### src/rtl/rss_pkg.sv
// Shared types, constants and small lookup functions for the rotary scan sequencer.
// No dependencies; used by every rtl/rss_* module and the top level.
package rss_pkg;

  typedef enum logic [1:0] {
    PH_IDLE = 2'd0,
    PH_WAIT = 2'd1,
    PH_CW   = 2'd2,
    PH_BACK = 2'd3
  } phase_e;

  typedef enum logic [1:0] {
    MODE_TICK       = 2'd0,
    MODE_SAMPLE     = 2'd1,
    MODE_ACQ_BTN    = 2'd2,
    MODE_MOTOR_BTN  = 2'd3
  } mode_e;

  // Signed trig factor for one axis at a stop
  typedef enum logic [2:0] {
    FAC_ZERO     = 3'd0,
    FAC_POS_ONE  = 3'd1,
    FAC_POS_DIAG = 3'd2,
    FAC_NEG_DIAG = 3'd3,
    FAC_NEG_ONE  = 3'd4
  } fac_e;

  // Register indexes on the config port (byte address 4*index)
  typedef enum logic {
    REG_STEPS_PER_POS = 1'b0,
    REG_X_INCREMENT   = 1'b1
  } reg_e;

  localparam int unsigned SPP_W  = 12;
  localparam int unsigned XINC_W = 16;
  localparam int unsigned DIST_W = 16;
  localparam int unsigned POS_W  = 3;
  localparam int unsigned STEP_W = 15;
  localparam int unsigned X_W    = 24;
  localparam int unsigned Q8_W   = 25;
  localparam int unsigned ANG_W  = 9;

  localparam logic [SPP_W-1:0]  SPP_RESET  = 12'd256;
  localparam logic [XINC_W-1:0] XINC_RESET = 16'd100;
  localparam logic [POS_W-1:0]  LAST_POS   = 3'd7;
  localparam logic [X_W-1:0]    X_MAX      = 24'hFFFFFF;
  localparam logic [15:0]       DIAG_NUM   = 16'd46341;
  localparam logic [ANG_W-1:0]  ANGLE_STEP = 9'd45;

  typedef struct packed {
    logic [3:0]       coils;
    logic             point_valid;
    logic [POS_W-1:0] point_index;
    logic [X_W-1:0]   x_mm;
    logic             acquiring;
    logic             motor_on;
    logic             scanning;
  } status_t;

  function automatic logic [3:0] cw_coils(input logic [1:0] ph);
    logic [3:0] c;
    unique case (ph)
      2'd0:    c = 4'b0011;
      2'd1:    c = 4'b0110;
      2'd2:    c = 4'b1100;
      default: c = 4'b1001;
    endcase
    return c;
  endfunction

  function automatic logic [3:0] ccw_coils(input logic [1:0] ph);
    logic [3:0] c;
    unique case (ph)
      2'd0:    c = 4'b1001;
      2'd1:    c = 4'b1100;
      2'd2:    c = 4'b0110;
      default: c = 4'b0011;
    endcase
    return c;
  endfunction

  function automatic fac_e cos_fac(input logic [POS_W-1:0] idx);
    fac_e f;
    unique case (idx)
      3'd0:    f = FAC_POS_ONE;
      3'd1:    f = FAC_POS_DIAG;
      3'd2:    f = FAC_ZERO;
      3'd3:    f = FAC_NEG_DIAG;
      3'd4:    f = FAC_NEG_ONE;
      3'd5:    f = FAC_NEG_DIAG;
      3'd6:    f = FAC_ZERO;
      default: f = FAC_POS_DIAG;
    endcase
    return f;
  endfunction

  function automatic fac_e sin_fac(input logic [POS_W-1:0] idx);
    fac_e f;
    unique case (idx)
      3'd0:    f = FAC_ZERO;
      3'd1:    f = FAC_POS_DIAG;
      3'd2:    f = FAC_POS_ONE;
      3'd3:    f = FAC_POS_DIAG;
      3'd4:    f = FAC_ZERO;
      3'd5:    f = FAC_NEG_DIAG;
      3'd6:    f = FAC_NEG_ONE;
      default: f = FAC_NEG_DIAG;
    endcase
    return f;
  endfunction

endpackage

### src/rtl/rss_cfg_regs.sv
// APB-style config registers: steps per position and x increment.
// Depends on rss_pkg.
module rss_cfg_regs (
  input  logic                         clk_i,
  input  logic                         rst_ni,
  input  logic                         psel,
  input  logic                         penable,
  input  logic                         pwrite,
  input  logic [2:0]                   paddr,
  input  logic [31:0]                  pwdata,
  output logic [31:0]                  prdata,
  output logic                         pready,
  output logic [rss_pkg::SPP_W-1:0]    spp_o,
  output logic [rss_pkg::XINC_W-1:0]   xinc_o
);

  logic [rss_pkg::SPP_W-1:0]  spp_q;
  logic [rss_pkg::XINC_W-1:0] xinc_q;
  logic                       wr_en;
  rss_pkg::reg_e              sel;

  assign pready = 1'b1;
  assign wr_en  = psel & penable & pwrite & pready;
  assign sel    = rss_pkg::reg_e'(paddr[2]);

  always_ff @(posedge clk_i or negedge rst_ni) begin
    if (!rst_ni) begin
      spp_q  <= rss_pkg::SPP_RESET;
      xinc_q <= rss_pkg::XINC_RESET;
    end else if (wr_en) begin
      unique case (sel)
        rss_pkg::REG_STEPS_PER_POS: spp_q  <= pwdata[rss_pkg::SPP_W-1:0];
        rss_pkg::REG_X_INCREMENT:   xinc_q <= pwdata[rss_pkg::XINC_W-1:0];
        default: ;
      endcase
    end
  end

  always_comb begin
    unique case (sel)
      rss_pkg::REG_STEPS_PER_POS: prdata = {20'd0, spp_q};
      rss_pkg::REG_X_INCREMENT:   prdata = {16'd0, xinc_q};
      default:                    prdata = 32'd0;
    endcase
  end

  assign spp_o  = spp_q;
  assign xinc_o = xinc_q;

endmodule

### src/rtl/rss_point.sv
// Point geometry: y = d*cos, z = d*sin in 1/256 mm, one shared 16x16 multiplier.
// Depends on rss_pkg.
module rss_point (
  input  logic [rss_pkg::DIST_W-1:0]     dist_i,
  input  logic [rss_pkg::POS_W-1:0]      idx_i,
  output logic signed [rss_pkg::Q8_W-1:0] y_q8_o,
  output logic signed [rss_pkg::Q8_W-1:0] z_q8_o
);

  logic [31:0] prod;
  logic [32:0] prod_rnd;
  logic [23:0] diag_mag;
  logic [23:0] axis_mag;

  // d*46341/256, rounded half up (magnitude is never negative here)
  assign prod     = dist_i * rss_pkg::DIAG_NUM;
  assign prod_rnd = {1'b0, prod} + 33'd128;
  assign diag_mag = prod_rnd[31:8];
  assign axis_mag = {dist_i, 8'd0};

  function automatic logic signed [rss_pkg::Q8_W-1:0] apply_fac(
    input rss_pkg::fac_e f, input logic [23:0] axis, input logic [23:0] diag);
    logic signed [rss_pkg::Q8_W-1:0] v;
    unique case (f)
      rss_pkg::FAC_ZERO:     v = '0;
      rss_pkg::FAC_POS_ONE:  v = $signed({1'b0, axis});
      rss_pkg::FAC_POS_DIAG: v = $signed({1'b0, diag});
      rss_pkg::FAC_NEG_DIAG: v = -$signed({1'b0, diag});
      rss_pkg::FAC_NEG_ONE:  v = -$signed({1'b0, axis});
      default:               v = '0;
    endcase
    return v;
  endfunction

  always_comb begin
    y_q8_o = apply_fac(rss_pkg::cos_fac(idx_i), axis_mag, diag_mag);
    z_q8_o = apply_fac(rss_pkg::sin_fac(idx_i), axis_mag, diag_mag);
  end

endmodule

### src/rtl/rss_ctrl.sv
// Scan sequencer state: phase, stop, step count, coil drive, x offset, flags.
// Depends on rss_pkg.
module rss_ctrl (
  input  logic                        clk_i,
  input  logic                        rst_ni,
  input  logic                        fire_i,
  input  rss_pkg::mode_e              mode_i,
  input  logic [rss_pkg::SPP_W-1:0]   spp_i,
  input  logic [rss_pkg::XINC_W-1:0]  xinc_i,
  output rss_pkg::status_t            status_o
);

  rss_pkg::phase_e             phase_q, phase_d;
  logic [rss_pkg::POS_W-1:0]   position_q, position_d;
  logic [rss_pkg::STEP_W-1:0]  step_q, step_d;
  logic [1:0]                  coil_ph_q, coil_ph_d;
  logic [3:0]                  coil_q, coil_d;
  logic [rss_pkg::X_W-1:0]     x_q, x_d;
  logic                        acq_q, acq_d;
  logic                        motor_q, motor_d;
  logic                        pt_valid;

  always_comb begin
    logic [rss_pkg::STEP_W-1:0] step_inc;
    logic [rss_pkg::STEP_W-1:0] back_target;
    logic [rss_pkg::X_W:0]      x_sum;
    logic                       done;
    phase_d    = phase_q;
    position_d = position_q;
    step_d     = step_q;
    coil_ph_d  = coil_ph_q;
    coil_d     = coil_q;
    x_d        = x_q;
    acq_d      = acq_q;
    motor_d    = motor_q;
    pt_valid   = 1'b0;
    step_inc    = step_q + 15'd1;
    back_target = {spp_i, 3'b000};
    x_sum       = {1'b0, x_q} + 25'(xinc_i);
    done        = 1'b1;
    if (fire_i) begin
      unique case (mode_i)
        rss_pkg::MODE_ACQ_BTN: acq_d = ~acq_q;
        rss_pkg::MODE_MOTOR_BTN: begin
          acq_d   = 1'b1;
          motor_d = ~motor_q;
        end
        rss_pkg::MODE_SAMPLE: begin
          if (phase_q == rss_pkg::PH_WAIT) begin
            pt_valid = 1'b1;
            phase_d  = rss_pkg::PH_CW;
            step_d   = '0;
          end
        end
        default: begin
          unique case (phase_q)
            rss_pkg::PH_IDLE: begin
              // scan start does not step the motor
              if (acq_q && motor_q) begin
                x_d        = '0;
                position_d = '0;
                step_d     = '0;
                phase_d    = rss_pkg::PH_WAIT;
              end
            end
            rss_pkg::PH_CW: begin
              if (motor_q) begin
                coil_d    = rss_pkg::cw_coils(coil_ph_q);
                coil_ph_d = coil_ph_q + 2'd1;
                step_d    = step_inc;
                done      = step_inc >= 15'(spp_i);
              end
              if (done) begin
                step_d = '0;
                if (position_q == rss_pkg::LAST_POS) begin
                  phase_d = rss_pkg::PH_BACK;
                end else begin
                  position_d = position_q + 3'd1;
                  phase_d    = acq_q ? rss_pkg::PH_WAIT : rss_pkg::PH_CW;
                end
              end
            end
            rss_pkg::PH_BACK: begin
              if (motor_q) begin
                coil_d    = rss_pkg::ccw_coils(coil_ph_q);
                coil_ph_d = coil_ph_q + 2'd1;
                step_d    = step_inc;
                done      = step_inc >= back_target;
              end
              if (done) begin
                x_d    = x_sum[rss_pkg::X_W] ? rss_pkg::X_MAX : x_sum[rss_pkg::X_W-1:0];
                step_d = '0;
                if (motor_q) begin
                  position_d = '0;
                  phase_d    = acq_q ? rss_pkg::PH_WAIT : rss_pkg::PH_CW;
                end else begin
                  phase_d = rss_pkg::PH_IDLE;
                end
              end
            end
            default: ;  // waiting for a sample: ticks do nothing
          endcase
        end
      endcase
    end
  end

  // Result status reflects state after this word, point fields before it
  always_comb begin
    status_o.coils       = coil_d;
    status_o.point_valid = pt_valid;
    status_o.point_index = position_q;
    status_o.x_mm        = x_q;
    status_o.acquiring   = acq_d;
    status_o.motor_on    = motor_d;
    status_o.scanning    = (phase_d != rss_pkg::PH_IDLE);
  end

  always_ff @(posedge clk_i or negedge rst_ni) begin
    if (!rst_ni) begin
      phase_q    <= rss_pkg::PH_IDLE;
      position_q <= '0;
      step_q     <= '0;
      coil_ph_q  <= '0;
      coil_q     <= '0;
      x_q        <= '0;
      acq_q      <= 1'b0;
      motor_q    <= 1'b0;
    end else begin
      phase_q    <= phase_d;
      position_q <= position_d;
      step_q     <= step_d;
      coil_ph_q  <= coil_ph_d;
      coil_q     <= coil_d;
      x_q        <= x_d;
      acq_q      <= acq_d;
      motor_q    <= motor_d;
    end
  end

`ifndef SYNTHESIS
  a_idle_no_steps: assert property (@(posedge clk_i) disable iff (!rst_ni)
    (phase_q == rss_pkg::PH_IDLE) |-> (step_q == '0))
    else $error("step count not cleared in idle");

  a_coils_hold: assert property (@(posedge clk_i) disable iff (!rst_ni)
    !fire_i |=> $stable(coil_q))
    else $error("coil drive changed without a word");

  a_coils_pattern: assert property (@(posedge clk_i) disable iff (!rst_ni)
    ($countones(coil_q) == 0) || ($countones(coil_q) == 2))
    else $error("coil drive is not a full-step pattern");
`endif

endmodule

### src/rtl/rotary_scan_sequencer_top.sv
// Top level of the rotary scan sequencer: input register, control and point
// logic, output register. Depends on rss_pkg, rss_cfg_regs, rss_ctrl, rss_point.
//
//  channel   | dir | handshake                  | payload
//  s_axis    | in  | s_axis_tvalid/tready       | tdata: distance_mm; tuser: mode
//  m_axis    | out | m_axis_tvalid/tready       | tdata: point/status; tuser: point_valid
//  apb       | in  | psel/penable/pwrite/pready | paddr, pwdata, prdata
//
// One word per cycle sustained while m_axis_tready stays high; input register, then result register.
// The single 16x16 multiply in the point logic sets the path between the registers.
// Reset (rst_ni, async low) empties both registers and clears the scan state.
// s_axis_tready stays high while the result register can drain or is empty;
// a stalled result holds the next input word in the input register.
module rotary_scan_sequencer_top (
  input  logic        clk_i,
  input  logic        rst_ni,
  input  logic        s_axis_tvalid,
  output logic        s_axis_tready,
  input  logic [15:0] s_axis_tdata,   // [15:0] distance_mm
  input  logic [1:0]  s_axis_tuser,   // [1:0] mode
  output logic        m_axis_tvalid,
  input  logic        m_axis_tready,
  // [3:0] coils, [6:4] point_index, [15:7] angle, [39:16] x_mm,
  // [64:40] y_q8, [89:65] z_q8, [90] acquiring, [91] motor_on, [92] scanning
  output logic [95:0] m_axis_tdata,
  output logic        m_axis_tuser,   // [0] point_valid
  input  logic        psel,
  input  logic        penable,
  input  logic        pwrite,
  input  logic [2:0]  paddr,
  input  logic [31:0] pwdata,
  output logic [31:0] prdata,
  output logic        pready
);

  logic                          in_valid_q;
  rss_pkg::mode_e                in_mode_q;
  logic [rss_pkg::DIST_W-1:0]    in_dist_q;
  logic                          out_valid_q;
  logic [95:0]                   out_data_q, out_data_d;
  logic                          out_user_q;
  logic                          adv;
  logic                          fire;
  logic [rss_pkg::SPP_W-1:0]     spp;
  logic [rss_pkg::XINC_W-1:0]    xinc;
  rss_pkg::status_t              status;
  logic signed [rss_pkg::Q8_W-1:0] y_q8, z_q8;

  assign adv           = ~out_valid_q | m_axis_tready;
  assign fire          = in_valid_q & adv;
  assign s_axis_tready = ~in_valid_q | adv;

  rss_cfg_regs u_cfg (
    .clk_i   (clk_i),
    .rst_ni  (rst_ni),
    .psel    (psel),
    .penable (penable),
    .pwrite  (pwrite),
    .paddr   (paddr),
    .pwdata  (pwdata),
    .prdata  (prdata),
    .pready  (pready),
    .spp_o   (spp),
    .xinc_o  (xinc)
  );

  rss_ctrl u_ctrl (
    .clk_i    (clk_i),
    .rst_ni   (rst_ni),
    .fire_i   (fire),
    .mode_i   (in_mode_q),
    .spp_i    (spp),
    .xinc_i   (xinc),
    .status_o (status)
  );

  rss_point u_point (
    .dist_i (in_dist_q),
    .idx_i  (status.point_index),
    .y_q8_o (y_q8),
    .z_q8_o (z_q8)
  );

  // Point fields read as zero when the word carries no point
  always_comb begin
    logic [rss_pkg::POS_W-1:0] idx;
    logic [rss_pkg::ANG_W-1:0] ang;
    logic [rss_pkg::X_W-1:0]   x;
    logic [rss_pkg::Q8_W-1:0]  y;
    logic [rss_pkg::Q8_W-1:0]  z;
    idx = status.point_valid ? status.point_index : '0;
    ang = 9'(idx) * rss_pkg::ANGLE_STEP;
    x   = status.point_valid ? status.x_mm : '0;
    y   = status.point_valid ? y_q8 : '0;
    z   = status.point_valid ? z_q8 : '0;
    out_data_d = {3'b000, status.scanning, status.motor_on, status.acquiring,
                  z, y, x, ang, idx, status.coils};
  end

  always_ff @(posedge clk_i or negedge rst_ni) begin
    if (!rst_ni) begin
      in_valid_q  <= 1'b0;
      out_valid_q <= 1'b0;
    end else begin
      if (s_axis_tready) begin
        in_valid_q <= s_axis_tvalid;
      end
      if (adv) begin
        out_valid_q <= in_valid_q;
      end
    end
  end

  always_ff @(posedge clk_i) begin
    if (s_axis_tvalid && s_axis_tready) begin
      in_mode_q <= rss_pkg::mode_e'(s_axis_tuser);
      in_dist_q <= s_axis_tdata;
    end
    if (fire) begin
      out_data_q <= out_data_d;
      out_user_q <= status.point_valid;
    end
  end

  assign m_axis_tvalid = out_valid_q;
  assign m_axis_tdata  = out_data_q;
  assign m_axis_tuser  = out_user_q;

endmodule

### config.mk
export PLATFORM = sky130hd
export DESIGN_NAME = rotary_scan_sequencer_top
export DESIGN_NICKNAME = d
export VERILOG_FILES = /design/src/rtl/rss_pkg.sv /design/src/rtl/rss_cfg_regs.sv /design/src/rtl/rss_point.sv /design/src/rtl/rss_ctrl.sv /design/src/rtl/rotary_scan_sequencer_top.sv
export SDC_FILE = /design/constraint.sdc
export NUM_CORES = 1
export LEC_CHECK = 0
export ABC_AREA = 1
export BUFFER_PORTS_ARGS = -buffer_cell sky130_fd_sc_hd__buf_2
export CAP_MARGIN = 30
export CORE_MARGIN = 2
export CORE_UTILIZATION = 35
export DETAILED_ROUTE_END_ITERATION = 6
export PLACE_DENSITY = 0.6
export SLEW_MARGIN = 25
export SYNTH_ARGS = -nofsm -noshare
export SYNTH_HDL_FRONTEND = slang
export SYNTH_SLANG_ARGS = --single-unit
### constraint.sdc
create_clock -name clk_i -period 14.7 [get_ports clk_i]
set_input_delay 0.735 -clock clk_i [delete_from_list [all_inputs] [get_ports clk_i]]
set_output_delay 0.735 -clock clk_i [all_outputs]
set_load 0.005 [all_outputs]
Word level (Yosys, flattened, before mapping)
Cells that the tools add are included.
{"block": "totals", "word_cells": 147, "register_bits": 194, "input_bits": 60}
{"block": "op_classes", "reduce_logical": 22, "add_sub_neg": 7, "n_eq_ne": 30, "multipliers": 2, "mux": 55, "bitwise_logic": 12, "n_lt_le_gt_ge": 2}
{"op": "$pmux W25 S4", "n": 2}
{"op": "$mux W15", "n": 5}
{"op": "$mux W24", "n": 3}
{"op": "$pmux W32 S2", "n": 1}
{"op": "$neg A24 Y25", "n": 2}
{"op": "$pmux W24 S2", "n": 1}
{"op": "$pmux W15 S3", "n": 1}
{"op": "$add A32 B8 Y32 const B", "n": 1}
{"op": "$mul A16 B16 Y32 const B", "n": 1}
{"op": "$pmux W15 S2", "n": 1}
{"op": "$add A24 B16 Y25", "n": 1}
{"op": "$pmux W3 S4", "n": 2}
{"op": "$pmux W4 S3", "n": 2}
{"op": "$eq A3 B2 Y1 const B", "n": 6}
{"op": "$eq A3 B3 Y1 const B", "n": 6}
{"op": "$mux W3", "n": 6}
{"op": "$mux W2", "n": 8}
{"op": "$mux W4", "n": 4}
{"op": "$add A15 B1 Y15 const B", "n": 1}
{"op": "$ge A15 B12 Y1", "n": 1}
{"op": "$ge A15 B15 Y1", "n": 1}
{"op": "$mux W1", "n": 14}
{"op": "$reduce_or A2 Y1", "n": 6}
{"op": "$eq A2 B2 Y1 const B", "n": 5}
{"op": "27 further kinds", "n": 49}

Longest topological paths before layout
{"block": "logic_depth", "depth_word": 11, "mapped_depth": 29, "depth_no_buf": 28}

By module
A second synthesis with hierarchy kept.
{"block": "unflattened", "cells_unflattened": 2286, "area_unflattened_um2": 17122.7}
{"module": "rss_point", "n_inst": 1, "area_per_inst_um2": 6526.3, "cells_per_inst": 1081}
{"module": "rss_ctrl", "n_inst": 1, "area_per_inst_um2": 4799.6, "cells_per_inst": 684}
{"module": "rotary_scan_sequencer_top", "n_inst": 1, "area_per_inst_um2": 4346.7, "cells_per_inst": 330}
{"module": "rss_cfg_regs", "n_inst": 1, "area_per_inst_um2": 1450.1, "cells_per_inst": 191}

Worst setup path after synthesis
Ideal clock, no wire load.
{"block": "synth_timing", "path_kind": "register -> register", "startpoint": "register in_dist_q[5] in the netlist's numbering", "endpoint": "register out_data_q[64] (netlist: m_axis_tdata[64]), data pin", "required_time_ps": 14430, "period_less_slack_ps": 5537, "arrival_time_ps": 5267, "stages_incl_launch_ff": 25, "path_buffers": 1, "path_slack_ps": 9163, "path_cell_list": "edfxtp_1 -> clkbuf_1 -> inv_1 -> ha_1 -> fa_1 -> inv_1 -> fa_1 -> fa_1 -> fa_1 -> ha_1 -> ha_1 -> nand2_1 -> inv_1 -> a21oi_1 -> nand2_1 -> inv_1 -> nand3b_1 -> nand2_2 -> nand2_4 -> nor2_8 -> nand2_4 -> nor2_8 -> nand3_1 -> o21ai_0 -> a21oi_1"}
{"block": "synth_via", "elab_chain_cells": 4}
{"element": "from (decl)", "line_no": "rotary_scan_sequencer_top.sv:38", "rtl": "logic [rss_pkg::DIST_W-1:0] in_dist_q;"}
{"element": "from (signal assigned)", "line_no": "rotary_scan_sequencer_top.sv:117", "rtl": "in_dist_q <= s_axis_tdata;"}
{"element": "$mul A16 B16 Y32", "line_no": "rss_point.sv:16", "rtl": "assign prod = dist_i * rss_pkg::DIAG_NUM;"}
{"element": "$add A32 B8 Y32", "line_no": "rss_point.sv:17", "rtl": "assign prod_rnd = {1'b0, prod} + 33'd128;"}
{"element": "$neg A24 Y25", "line_no": "rss_point.sv:28", "rtl": "rss_pkg::FAC_NEG_DIAG: v = -$signed({1'b0, diag});"}
{"element": "$pmux W25 S4 (*)", "line_no": "rss_point.sv:24", "rtl": "unique case (f)"}
{"element": "to (signal assigned)", "line_no": "rotary_scan_sequencer_top.sv:120", "rtl": "out_data_q <= out_data_d;"}
{"element": "to (decl)", "line_no": "rotary_scan_sequencer_top.sv:40", "rtl": "logic [95:0] out_data_q, out_data_d;"}
Mark *: on every way between the ends. The rest lies on a longest branch, timed or not.
A chain may end at the register's enable or synchronous reset.

Final worst setup path
{"block": "layout_timing", "startpoint": "register in_dist_q[5] in the netlist's numbering", "endpoint": "register out_data_q[86] (netlist: m_axis_tdata[86]), data pin"}
Same word-level chain as after synthesis.

==> flow_metrics.env <==
export IMPL_outcome="finished, final reports clean"
export IMPL_grt_pass1_vias=13525
export IMPL_dr_pass1_iters=6
export IMPL_port_buffers=153
export IMPL_use_met2=0.319
export IMPL_setup_viol=0
export IMPL_die_width_um=220
export IMPL_ys_seq_area_frac=0.330
export IMPL_viasPerCell=4.96
export IMPL_fin_skew_ns=0.0179
export IMPL_antenna_found_initial=0
export IMPL_r2r_cells=24
export IMPL_avgSynthCellArea_um2=8.00
export IMPL_finalCritPeriodShare=0.456
export IMPL_multi_input_area_mm2=0.00927
export IMPL_n_antenna_cell=0
export IMPL_grt_use_met3=0.0327
export IMPL_clock_latency_ns=0.50
export IMPL_routedWlPerCell_um=16.1
export IMPL_final_max_slew_viol_count=0
export IMPL_cp_start_kind="register"
export IMPL_top_usage_layer="met2"
export IMPL_cts_root_buf="clkbuf_16"
export IMPL_top_level_ports=192
export IMPL_grt_pass1_wl_mm=71.4
export IMPL_grt_use_met1=0.249
export IMPL_final_setup_tns_ns=0
export IMPL_final_util=0.400
export IMPL_syn_inst=2034
export IMPL_syn_area_mm2=0.0163
export IMPL_timing_rr_start="in_dist_q[5]$_DFFE_PP_"
export IMPL_vias=13795
export IMPL_ys_types=65
export IMPL_cts_hold_buf=0
export IMPL_synth_area_leaders="edfxtp_1 (20%), ha_1 (14%), dfrtp_1 (12%), nand2_1 (11%), inv_1 (8.3%)"
export IMPL_postRouteAntennaNets=0
export IMPL_place_congestion=0.931
export IMPL_ir_drop_v=0.000178
export IMPL_path_clk_slew_ns=0.09
export IMPL_nets=2460
export IMPL_async_flop_share=0.427
export IMPL_postCtsSetupBuffers=0
export IMPL_leakagePower_uw=0.00914
export IMPL_die_area_mm2=0.0482
export IMPL_r2r_slack_ns=8.00
export IMPL_critPathCaptureType="register"
export IMPL_grt_ovfl_total=0
export IMPL_area_growth_pct=12.0
export IMPL_dp_hpwl_mm=35.5
export IMPL_worstSetupPathType="register to register"
export IMPL_synth_seq_cells=192
export IMPL_yosysTopAreaCellShare=0.203
export IMPL_drt_iter0_markers=990
export IMPL_cts_sinks=192
export IMPL_slew_headroom=0.398
export IMPL_pwr_density_cell_mw_per_mm2=229
export IMPL_synth_most_common_cell="nand2_1"
export IMPL_p_sw_frac=0.560
export IMPL_fillCellCount=4625
export IMPL_ff_latch_area_mm2=0.00536
export IMPL_fmax_mhz=149
export IMPL_core_area_mm2=0.0456
export IMPL_routed_wl_mm=44.7
export IMPL_holdCritPathClass="input pin to async pin"
export IMPL_cts_max_level=4
export IMPL_synthTopCellsByCount="nand2_1 (473), inv_1 (358), ha_1 (177)"
export IMPL_ys_warnings_count=0
export IMPL_hold_violations=0
export IMPL_power_uw=4180
export IMPL_comb_power_share=0.703
export IMPL_grt_max_degree=83
export IMPL_grt_usage=0.192
export IMPL_p_clk_frac=0.121
export IMPL_cts_tree="done"
export IMPL_die_h_um=220
export IMPL_finalCriticalPeriod_ns=6.70
export IMPL_cts_resized=0
export IMPL_synth_edf_count=110
export IMPL_synthFlopType="edfxtp_1"
export IMPL_p_seq_frac=0.176
export IMPL_drv_cap=0
export IMPL_path_max_fanout=9
export IMPL_power_switching_uw=2340
export IMPL_drive_gt1_frac=0.130
export IMPL_start_util=0.357
export IMPL_tightest_slew_ns=0.900
export IMPL_internal_power_uw=1840
export IMPL_yosysTopAreaCell="edfxtp_1"
export IMPL_cts_buffers=17
export IMPL_reg2reg_to="m_axis_tdata[86]$_SDFFCE_PN0P_"
export IMPL_cts_path_max_buffers=2
export IMPL_arrival_ns=6.97
export IMPL_row_count=78
export IMPL_grt_setup_unrepaired="false"
export IMPL_drc=0
export IMPL_cp_data_required_time_ns=14.97
cell families (layout without fill, tap and decap cells):
group,after synthesis,count (layout),share of synthesized area
buffers and inverters,429,561,0.105
DFF,192,192,0.330
muxes,5,5,0.00338
xor gates and xnor gates,54,54,0.0300
adders and majority gates,229,229,0.200
other,2,20,0.000462
and+or+nand+nor,829,829,0.230
AOI/OAI and AO/OA,294,294,0.102
worst max-delay path by stage:
stage / startpoint / endpoint / slack (ns) / cells past startpoint
2_1_floorplan: in_dist_q[5]$_DFFE_PP_ / m_axis_tdata[64]$_SDFFCE_PN0P_ / 9.16 / 24
3_3_place_gp: in_dist_q[5]$_DFFE_PP_ / m_axis_tdata[64]$_SDFFCE_PN0P_ / 8.18 / 22
3_5_place_dp: in_dist_q[5]$_DFFE_PP_ / m_axis_tdata[86]$_SDFFCE_PN0P_ / 8.16 / 24
4_1_cts: in_dist_q[5]$_DFFE_PP_ / m_axis_tdata[86]$_SDFFCE_PN0P_ / 8.13 / 24
5_1_grt: in_dist_q[5]$_DFFE_PP_ / m_axis_tdata[88]$_SDFFCE_PN0P_ / 7.68 / 23
6_report: in_dist_q[5]$_DFFE_PP_ / m_axis_tdata[86]$_SDFFCE_PN0P_ / 8.00 / 24
cell type report:
class                           count  share of cell area
Inverter                          370              0.0764
Timing Repair Buffer              159              0.0448
Multi-Input combinational cell   1431               0.509
Sequential cell                   192               0.294
Clock inverter                     15              0.0113
Clock buffer                       17              0.0233
Tap cell                          600              0.0412
power by group through the flow:
| stage | clock network, uW | registers (uW) | logic [uW] |
|---|---|---|---|
| 4_1_cts | 521 | 737 | 2920 |
| 5_1_grt | 538 | 745 | 3320 |
| 2_1_floorplan | 0 | 726 | 2180 |
| 6_report | 505 | 735 | 2940 |
| 3_5_place_dp | 0 | 748 | 2900 |
| 3_3_place_gp | 0 | 745 | 2870 |
registers in the layout (all words and copies together) (netlist names), 3 cells and up:
register / cells
u_ctrl.step_q: 15
u_cfg.spp_o: 12
u_cfg.xinc_o: 16
u_ctrl.coil_q: 4
u_ctrl.x_q: 24
in_dist_q: 16
u_ctrl.position_q: 3
m_axis_tdata: 91
critical path, cell delays in order (launching register included):
cell	delay, ns
edfxtp_1	0.78
inv_1	0.31
ha_1	0.50
fa_1	0.57
inv_1	0.05
fa_1	0.50
fa_1	0.52
fa_1	0.50
ha_1	0.31
ha_1	0.38
nand2_1	0.19
inv_1	0.08
a21oi_1	0.16
nand2_1	0.08
nand2_1	0.10
nand3_1	0.11
nand2_1	0.08
nand2_1	0.12
nor2_1	0.24
nand2_1	0.13
nor2_1	0.14
nand3_1	0.09
nand2_1	0.09
nand3_1	0.08
a21oi_1	0.35
metrics by stage:
stage	hold WS, ns	instances	instance area (um^2)	worst slack, ns
global route	0.326	2784	18200	7.68
floorplan	0.439	2052	16300	9.16
finish	0.260	2784	18200	8.00
detailed placement	0.458	2752	17600	8.16
global placement	0.459	2751	17600	8.18
CTS	0.289	2784	18200	8.13
per-layer routing:
metal,share of wire,vias up
li1,-,6877
met1,0.45,6457
met2,0.47,398
met3,0.053,63
met4,0.029,0
met5,0,-
placed cells by master (no fill, tap or decap), types with 6 or more instances in the layout:
cell	count
o211ai_1	9
nand2_2	24
o221ai_1	14
dfrtp_1	78
ha_1	177
nor3_1	15
nand2_1	473
nand3_1	104
a21o_1	7
nor2_2	7
nor2_1	123
nand4_1	26
buf_4	6
xor2_1	38
edfxtp_1	110
fa_1	52
o22ai_1	20
buf_2	152
nand3b_1	7
xnor2_1	14
inv_1	357
or2_2	7
o21ai_0	109
conb_1	20
a31oi_1	11
clkbuf_16	17
a21oi_1	102
nor2_4	9
inv_2	9
Note: power is estimated with default switching activity, not from simulation.
